## src/rtl/bmhq_pkg.sv

```systemverilog
// Package for the binary min-heap queue: sizes, op and status codes, FSM states.
// No dependencies.
`default_nettype none
package bmhq_pkg;
	localparam int Depth = 64;
	localparam int KeyWidth = 32;
	localparam int TagWidth = 16;
	localparam int AddrWidth = $clog2(Depth);
	localparam int CountWidth = $clog2(Depth + 1);
	localparam int IdxWidth = AddrWidth + 2;

	typedef enum logic [1:0] {
		OP_INSERT = 2'd0,
		OP_REMOVE = 2'd1,
		OP_REQUEUE = 2'd2,
		OP_FIND = 2'd3
	} op_t;

	typedef enum logic [1:0] {
		ST_OK = 2'd0,
		ST_FULL = 2'd1,
		ST_BADIDX = 2'd2,
		ST_NOTFOUND = 2'd3
	} status_t;

	typedef enum logic [3:0] {
		S_IDLE,
		S_UP_RD,
		S_UP_CMP,
		S_TAIL_RD,
		S_TAIL_GET,
		S_DN_RDL,
		S_DN_RDR,
		S_DN_CMP,
		S_PLACE,
		S_FIND,
		S_HEAD_RD,
		S_HEAD_GET,
		S_DONE
	} state_t;

	typedef struct packed {
		logic we;
		logic [AddrWidth-1:0] waddr;
		logic [KeyWidth-1:0] wkey;
		logic [TagWidth-1:0] wtag;
		logic [AddrWidth-1:0] raddr;
	} mem_req_t;
endpackage
`default_nettype wire

```

## src/rtl/bmhq_store.sv

```systemverilog
// Entry store: one write port, one registered read port, key and tag side by side.
// Depends on bmhq_pkg.
`default_nettype none
module bmhq_store (
	input wire logic clk,
	input wire bmhq_pkg::mem_req_t req,
	output logic [bmhq_pkg::KeyWidth-1:0] rkey,
	output logic [bmhq_pkg::TagWidth-1:0] rtag
);
	logic [bmhq_pkg::KeyWidth-1:0] key_mem [bmhq_pkg::Depth];
	logic [bmhq_pkg::TagWidth-1:0] tag_mem [bmhq_pkg::Depth];

	always_ff @(posedge clk) begin
		if (req.we) begin
			key_mem[req.waddr] <= req.wkey;
			tag_mem[req.waddr] <= req.wtag;
		end
		rkey <= key_mem[req.raddr];
		rtag <= tag_mem[req.raddr];
	end
endmodule
`default_nettype wire

```

## config.mk

```make
export PLATFORM = sky130hd
export DESIGN_NAME = bmhq_store
export DESIGN_NICKNAME = d
export VERILOG_FILES = /design/src/rtl/bmhq_pkg.sv /design/src/rtl/bmhq_store.sv
export SDC_FILE = /design/constraint.sdc
export NUM_CORES = 2
export LEC_CHECK = 0
export ABC_CLOCK_PERIOD_IN_PS = 4600
export BUFFER_PORTS_ARGS = -buffer_cell sky130_fd_sc_hd__buf_4
export CAP_MARGIN = 20
export CORE_MARGIN = 1
export CORE_UTILIZATION = 23
export DETAILED_ROUTE_END_ITERATION = 10
export PLACE_DENSITY = 0.34
export SYNTH_ARGS = -nofsm -noshare
export SYNTH_HDL_FRONTEND = slang
export SYNTH_SLANG_ARGS = --single-unit
```

## constraint.sdc

```tcl
create_clock -name clk -period 4.6 [get_ports clk]
set_clock_uncertainty 0.1 [all_clocks]
set_input_delay 0.92 -clock clk [delete_from_list [all_inputs] [get_ports clk]]
set_output_delay 0.92 -clock clk [all_outputs]
set_load 0.05 [all_outputs]
```

==> impl_metrics.csv <==
group,metric,value,unit
yosys,ys_types,44,
clocking,cts-resized-gates,0,
setup_path,worst_path_dominant_cell_family,"flip-flops",
pwr,p_sw,14.18,mW
sta,setup_violations,0,
worst_hold_path,hp-class,"input pin to flop",
yosys,syn_avg_cell_area,23.05,um2
finish,design_area,140400,um2
setup_path,crit_chain,"buf_4",
yosys,synthSimpleGateAreaFrac,1.280,%
clocking,numCtsBuffers,355,
sta,fmaxAchievable,313.1,MHz
yosys,synthMuxAreaShare,15.09,%
finish,final_common_cell,"edfxtp_1",
setup_path,critPathSlowestCell,"dfxtp_1",
finish,most-common-layout-cells,"edfxtp_1, mux4_2, clkbuf_16",
global_route,grt_start_max_net_pins,72,
route,drt_iter0_markers,5398,
global_route,overflow,0,
yosys,synth_fa_ha_area_share,0,%
clocking,clockBufferDepth,4,
finish,utilization,27.58,%
global_route,grt_pass1_vias,60420,
global_route,antenna_found_initial,50,
pwr,switching_share,22.54,%
sta,worst_slew_pin_slew,1.092,ns
floorplan,fp.dieW,717.2,um
sta,finalHoldViolCount,0,
setup_path,startpoint_type,"flop",
place,dpl_cell_area,129100,um2
yosys,synthesis.area,117600,um2
floorplan,io_pins,110,
route,drc_errors,0,
sta,slew_violations,0,
yosys,ys_seq_area_share,79.24,%
finish,syn_to_final_growth,19.36,%
route,viasPerCell,4.493,
pwr,total_power,62.93,mW
pwr,power.density,448.2,nW/um2
floorplan,design.core.area,509100,um2
clocking,postCtsSetupRepairBufs,0,
sta,finalSetupTns,0,ns
route,ant_nets,0,
finish,nets,5651,
route,dr.pass1.iters,5,
setup_path,critPathBufInv,1,
clocking,cts-root-buf,"clkbuf_16",
yosys,synthFlopType,"edfxtp_1",
place,place_congestion,0.7273,
yosys,synth_top_family_by_area,"multiplexers",
setup_path,cp.arrival,2.17,ns
clocking,hold_buffers,0,
setup_path,setup.worst_path.end_class,"primary output",
finish,drive_gt1_share,30.27,%
route,wire_per_inst,31.58,um
global_route,grt_usage,15.31,%
sta,fin_crit_sh,69.42,%
clocking,clk_pin_slew,0.06,ns
flow_run,drv_cap,0,
floorplan,start_util,23.11,%
yosys,synth-edff-count,3072,
yosys,synth_cells,5104,
yosys,synth-xor-area-share,0,%
yosys,synth_compound_area_share,2.929,%
yosys,yosys_register_bits,3120,
sta,rsz0062_at_grt,"false",
sta,min_period,3.193,ns
pwr,max-vdd-ir-drop,0.2729,mV
floorplan,dieHeight,717.2,um
place,dp_slack,0.2483,ns
floorplan,fp-row-count,262,
yosys,synth_warnings,0,
pwr,pwr-share-comb,5.2,%
yosys,synth_nets,5166,
clocking,cts_tree,"done",
floorplan,die-area,514300,um2
clocking,clkSinkCount,3120,
setup_path,worstSetupPathType,"flop to primary output",
clocking,htreeDepth,5,
sta,fin_ws,1.407,ns
clocking,worst_skew_pair.late_latency,0.98,ns
place,io_buffers,109,
route,drt-total-wl,398700,um
route,vias,56730,
pwr,seqPwrFrac,50.3,%
pwr,leakage,42.78,nW
outcome,status,"complete, no violations",
global_route,grt_pass1_wl,539200,um
place,dp_hpwl,228400,um
yosys,synthArstFlopShare,0,%
pwr,power.internal,48.74,mW
setup_path,critical_path_required,3.58,ns
sta,relSlewSlack,26.56,%
pwr,pwr-share-clk,44.5,%
setup_path,slowest_delay,0.83,ns
setup_path,crit_fanout,1,
-- registers in the layout, indices dropped and copies added, names as in the netlist --
name,cells
tag_mem,1024
rtag,16
key_mem,2048
rkey,32
-- Yosys cell counts, types with 10 or more instances --
cell type | count | area, um2
nor3_1 | 19 | 95.09
clkbuf_1 | 87 | 326.6
dfxtp_1 | 48 | 960.9
o21ai_0 | 50 | 250.2
nor2b_1 | 10 | 62.56
mux2_2 | 74 | 833.3
nor2_1 | 115 | 431.7
mux2i_1 | 126 | 1261
a221oi_1 | 10 | 87.58
nand3_1 | 27 | 135.1
mux4_2 | 695 | 15650
buf_4 | 66 | 495.5
a21oi_1 | 19 | 95.09
o22ai_1 | 201 | 1257
nand4_1 | 17 | 106.4
a211oi_1 | 37 | 277.8
buf_2 | 102 | 510.5
o221ai_1 | 65 | 569.3
buf_6 | 25 | 281.5
nor4_1 | 30 | 187.7
o22a_1 | 38 | 332.8
nand2_1 | 37 | 138.9
and2_1 | 19 | 118.9
edfxtp_1 | 3072 | 92250
a22oi_1 | 32 | 240.2
-- power groups by stage --
stage | Combinational (mW) | Sequential [mW] | Clock (mW)
final | 3.30 | 31.6 | 28.0
after CTS | 3.43 | 31.6 | 28.9
after global routing | 3.52 | 31.6 | 29.8
after global placement | 3.39 | 32.2 | 0
after detailed placement | 3.42 | 32.2 | 0
after floorplan | 1.50 | 32.4 | 0
-- path summary, 6_finish.rpt --
kind                                 endpoint       startpoint  slack (ns)  cells past startpoint
worst min-delay path            key_mem[8][7]          req[29]        0.37                      1
worst min register to register       rtag[12]  tag_mem[58][12]        0.76                      4
worst max register to register       rkey[12]   key_mem[5][12]        2.50                      6
worst max-delay path                 rkey[11]         rkey[11]        1.41                      1
-- area by class of cell --
type                    count  area (um2)
diodes                     16       40.04
inverters                   1       8.758
multi-input cells        1688       23270
well taps                6732        8423
clock buffers             458        9394
flip-flops and latches   3120       93210
repair buffers            423        4165
clock inverters           187        1894
fillers                 50210      368700
-- logic make-up after synthesis --
kind of cell | count (synthesis)
flip-flops | 3120
multiplexers | 895
AO/OA/AOI/OAI | 485
AND/OR/NAND/NOR | 308
buffers and inverters | 296
-- layer usage --
metal / part of all wire, % / track usage, % / vias to the layer above
met4: 2.1 / 3.184 / 6
met5: 0.0085 / 0 / -
met1: 45 / 21.36 / 31820
met3: 4.7 / 2.113 / 466
met2: 48 / 25.43 / 1410
li1: - / - / 23020
-- through the flow --
stage	instances	hold WS, ns
global placement	11960	0.7219
floorplan	5104	0.6574
CTS	12610	0.2840
global route	12610	0.3423
detailed placement	11960	0.7459
finish	12630	0.3696
(Power assumes the default switching activity.)
