`config.mk`:
```
export PLATFORM = sky130hd
export DESIGN_NAME = bmhq_tag_cam
export DESIGN_NICKNAME = d
export VERILOG_FILES = /design/src/rtl/bmhq_pkg.sv /design/src/rtl/bmhq_tag_cam.sv
export SDC_FILE = /design/constraint.sdc
export NUM_CORES = 1
export LEC_CHECK = 0
export BUFFER_PORTS_ARGS = -buffer_cell sky130_fd_sc_hd__buf_2
export CORE_ASPECT_RATIO = 0.7
export CORE_MARGIN = 2
export CORE_UTILIZATION = 44
export DETAILED_ROUTE_END_ITERATION = 7
export SYNTH_ARGS = -nofsm -noshare
export SYNTH_HDL_FRONTEND = slang
export SYNTH_SLANG_ARGS = --single-unit
```
`constraint.sdc`:
```
create_clock -name clk -period 5.61 [get_ports clk]
set_input_delay 0.2805 -clock clk [delete_from_list [all_inputs] [get_ports clk]]
set_output_delay 0.2805 -clock clk [all_outputs]
set_load 0.02 [all_outputs]
```
`src/rtl/bmhq_pkg.sv`:
```
// Package for the binary min-heap queue: sizes, op and status codes, FSM states.
// No dependencies.
`default_nettype none
package bmhq_pkg;
	localparam int Depth = 64;
	localparam int KeyWidth = 32;
	localparam int TagWidth = 16;
	localparam int AddrWidth = $clog2(Depth);
	localparam int CountWidth = $clog2(Depth + 1);
	localparam int IdxWidth = AddrWidth + 2;

	typedef enum logic [1:0] {
		OP_INSERT = 2'd0,
		OP_REMOVE = 2'd1,
		OP_REQUEUE = 2'd2,
		OP_FIND = 2'd3
	} op_t;

	typedef enum logic [1:0] {
		ST_OK = 2'd0,
		ST_FULL = 2'd1,
		ST_BADIDX = 2'd2,
		ST_NOTFOUND = 2'd3
	} status_t;

	typedef enum logic [3:0] {
		S_IDLE,
		S_UP_RD,
		S_UP_CMP,
		S_TAIL_RD,
		S_TAIL_GET,
		S_DN_RDL,
		S_DN_RDR,
		S_DN_CMP,
		S_PLACE,
		S_FIND,
		S_HEAD_RD,
		S_HEAD_GET,
		S_DONE
	} state_t;

	typedef struct packed {
		logic we;
		logic [AddrWidth-1:0] waddr;
		logic [KeyWidth-1:0] wkey;
		logic [TagWidth-1:0] wtag;
		logic [AddrWidth-1:0] raddr;
	} mem_req_t;
endpackage
`default_nettype wire

```
`src/rtl/bmhq_tag_cam.sv`:
```
// Shadow tag array with a parallel compare for find; lowest matching index wins.
// Depends on bmhq_pkg.
`default_nettype none
module bmhq_tag_cam (
	input wire logic clk,
	input wire logic we,
	input wire logic [bmhq_pkg::AddrWidth-1:0] waddr,
	input wire logic [bmhq_pkg::TagWidth-1:0] wtag,
	input wire logic [bmhq_pkg::TagWidth-1:0] stag,
	input wire logic [bmhq_pkg::CountWidth-1:0] cnt,
	output logic [bmhq_pkg::CountWidth-1:0] hit_idx
);
	logic [bmhq_pkg::TagWidth-1:0] tags_q [bmhq_pkg::Depth];
	logic [bmhq_pkg::Depth-1:0] hit;

	always_ff @(posedge clk) begin
		if (we) tags_q[waddr] <= wtag;
	end

	always_comb begin
		for (int i = 0; i < bmhq_pkg::Depth; i++)
			hit[i] = (tags_q[i] == stag) && (bmhq_pkg::CountWidth'(i) < cnt);
		hit_idx = '0;
		for (int i = bmhq_pkg::Depth - 1; i >= 0; i--)
			if (hit[i]) hit_idx = bmhq_pkg::CountWidth'(i + 1);
	end
endmodule
`default_nettype wire
```
==> impl_metrics.env <==
export IMPL_status="finished clean"
export IMPL_num_rows=100
export IMPL_dp_hpwl_mm=92.9
export IMPL_antenna_found_initial=12
export IMPL_final_antenna_net_count=0
export IMPL_finalHoldViolCount=0
export IMPL_cts_sinks=1024
export IMPL_final_cell_count_no_fill=4955
export IMPL_cts_clk_slew_worst_paths_ns=0.06
export IMPL_synth_area_top_cells="edfxtp_1 (65%), xor2_1 (10%), xnor2_1 (8.6%), nor4_1 (2.4%), nand4_1 (2.3%)"
export IMPL_ctsLongestPathBuffers=3
export IMPL_yosysWarnings=0
export IMPL_worstPathRequired_ns=5.33
export IMPL_synth_top_cell_area_share_pct=65.3
export IMPL_start_util_pct=44.3
export IMPL_cts_max_level=3
export IMPL_crit_path_max_fanout=25
export IMPL_maxSlewHeadroom_pct=16.1
export IMPL_cts_tree="yes"
export IMPL_max_freq_ghz=0.187
export IMPL_tns_ns=0
export IMPL_ys_async_sr_fraction_pct=0
export IMPL_core_area_um2=106000
export IMPL_cp_top_family="simple AND/OR/NAND/NOR gates"
export IMPL_crit_path_end_kind="output pin"
export IMPL_crit_path_top_delay_cell="a2111oi_0"
export IMPL_worst_path_buf_inv=4
export IMPL_placed_cells=4760
export IMPL_place_congestion=0.928
export IMPL_avgRoutedWirePerCell_um=31.7
export IMPL_rsz0062_at_grt="no"
export IMPL_place_worst_setup_slack_ns=0.560
export IMPL_drt_vias_per_instance=5.99
export IMPL_finalWirelength_mm=157
export IMPL_postLayoutSetupSlackWorst_ns=0.270
export IMPL_cp_slowest_stage_delay_ns=0.99
export IMPL_path_class="in2out"
export IMPL_holdCritPathClass="in2reg"
export IMPL_grt_max_degree=55
export IMPL_synth_edf_count=1024
export IMPL_syn_to_final_growth_pct=12.2
export IMPL_cts_buffers_inserted=101
export IMPL_min_period_ns=5.34
export IMPL_power_density_nw_per_um2=313
export IMPL_synth_seq_cells=1024
export IMPL_critPathArrivalTime_ns=5.06
export IMPL_firstDrtPassIters=6
export IMPL_groute_usage_overall_pct=28.4
export IMPL_ys_flop_type="edfxtp_1"
export IMPL_top_register="tags_q"
export IMPL_dieHeight_um=278
export IMPL_cts_root_buffer="clkbuf_16"
export IMPL_grt_pass1_wl_mm=221
export IMPL_grt_pass1_vias=28283
export IMPL_route_detailed_drc=0
export IMPL_setup_viol=0
export IMPL_worst_pin_slew_ns=1.25
export IMPL_synth_nets=3316
export IMPL_final_layout_size_suffix_gt1_share_pct=11.1
export IMPL_dieArea_um2=110000
export IMPL_drt_iter0_markers=4044
export IMPL_ys_types=64
export IMPL_drv_cap=0
export IMPL_p_leak_nw=16.7
export IMPL_grt_overflow=0
export IMPL_drv_slew=0
export IMPL_synthesis_area_um2=47100
export IMPL_utilization_pct=49.7
export IMPL_synth_largest_area_cell="edfxtp_1"
export IMPL_cp_start_kind="input port"
export IMPL_path_cells="buf_6 -> buf_4 -> buf_4 -> xnor2_1 -> nand4_1 -> a2111oi_0 -> nand4_1 -> and2_1 -> nand2_1 -> nand2_1 -> nor4_1 -> a211oi_1 -> and3_1 -> buf_2"
export IMPL_ios=54
export IMPL_fin_crit_sh_pct=95.2
export IMPL_via_count=29661
export IMPL_ys_seq_area_share_pct=65.3
export IMPL_ir_worst_vdd_v=0.000260
export IMPL_largest_reg_flops=1024
export IMPL_die_w_um=395
export IMPL_nNetsFinal=3487
export IMPL_synth_cells=3269
export IMPL_finalPower_mw=16.6
export IMPL_synth_area_per_cell_um2=14.4
export IMPL_port_buffers=53
export IMPL_reg_top3="tags_q x1024"
-- report_power, final --
group	total, mW	internal (mW)	switching, mW
Clock	6.77	3.75	3.02
Sequential	8.49	8.47	0.0200
Combinational	1.30	0.356	0.940
Total	16.6	12.6	3.98
-- cell usage after synthesis (8+ instances only) --
master / instances
a2111oi_0: 13
a211oi_1: 10
a21oi_1: 23
and3_1: 8
buf_2: 39
buf_4: 59
buf_6: 28
clkbuf_1: 11
edfxtp_1: 1024
inv_1: 9
nand2_1: 122
nand2b_1: 19
nand3_1: 73
nand4_1: 170
nand4b_1: 8
nor2_1: 138
nor2b_1: 19
nor3_1: 87
nor3b_1: 13
nor4_1: 177
nor4b_1: 23
nor4bb_1: 8
o211ai_1: 10
o21ai_0: 14
or2_2: 9
or3b_2: 20
or4_1: 23
xnor2_1: 461
xor2_1: 558
-- area by class of cell --
type | instances | area, um^2
Antenna cell | 4 | 10.0
Clock buffer | 121 | 2670
Clock inverter | 65 | 552
Fill cell | 9085 | 53400
Inverter | 9 | 33.8
Multi-Input combinational cell | 2099 | 15300
Sequential cell | 1024 | 30700
Tap cell | 1428 | 1790
Timing Repair Buffer | 205 | 1720
-- cell usage in the layout, fill, tap and decap left out, types with 8 or more instances in the layout --
cell type | synthesis | routed
or3b_2 | 20 | 20
nor3b_1 | 13 | 13
nand3_1 | 73 | 73
xor2_1 | 558 | 558
or4_1 | 23 | 23
nor2b_1 | 19 | 19
clkbuf_16 | 0 | 104
buf_6 | 28 | 15
clkbuf_1 | 11 | 17
a21oi_1 | 23 | 23
nor4_1 | 177 | 176
or2_2 | 9 | 9
nand4b_1 | 8 | 8
buf_2 | 39 | 21
nor3_1 | 87 | 87
a2111oi_0 | 13 | 13
and3_1 | 8 | 8
inv_1 | 9 | 9
buf_4 | 59 | 151
buf_12 | 0 | 13
a211oi_1 | 10 | 10
nand2_1 | 122 | 122
nand4_1 | 170 | 170
nand2b_1 | 19 | 19
bufinv_16 | 0 | 8
o211ai_1 | 10 | 10
nor2_1 | 138 | 137
clkinv_2 | 0 | 16
edfxtp_1 | 1024 | 1024
o21ai_0 | 14 | 14
xnor2_1 | 461 | 461
clkinv_1 | 0 | 28
nor4b_1 | 23 | 23
-- final timing paths --
| check | from | endpoint | depth (start not counted) |
|---|---|---|---|
| max | stag[8] | hit_idx[1] | 14 |
| min | wtag[12] | tags_q[0][12] | 1 |
-- layer usage --
| metal | track usage [%] | wire length, um | up-vias | share of wire (%) |
|---|---|---|---|---|
| met4 | 6.28 | 3500 | 10 | 2.2 |
| met1 | 43.4 | 70000 | 15208 | 45 |
| met3 | 6.78 | 17200 | 245 | 11 |
| met2 | 40.8 | 66500 | 1685 | 42 |
| met5 | 0 | 71 | - | 0.045 |
| li1 | - | - | 12513 | - |
-- cells by family (layout without fill, tap and decap cells) --
group	count (synthesis)	in the layout	synth area share, %
XOR/XNOR	1022	1022	19.1
other	0	4	0
AND/OR/NAND/NOR	962	962	11.7
flip-flops	1024	1024	65.3
AO/OA/AOI/OAI	115	115	1.78
buffers and inverters	146	400	2.18
-- metrics by stage --
step | instance area [um^2] | hold slack, ns
global placement | 49600 | 0.681
global route | 52800 | 0.00836
finish | 52800 | 0.0434
detailed placement | 49600 | 0.684
floorplan | 47100 | 0.379
CTS | 52800 | 0.000375
-- what timing repair did --
action	in CTS	in global routing
resized for setup	0	0
hold buffers	5	0
hold endpoints to repair	61	0
buffers inserted	0	0
No activity file was read; power rests on OpenSTA's default activity.
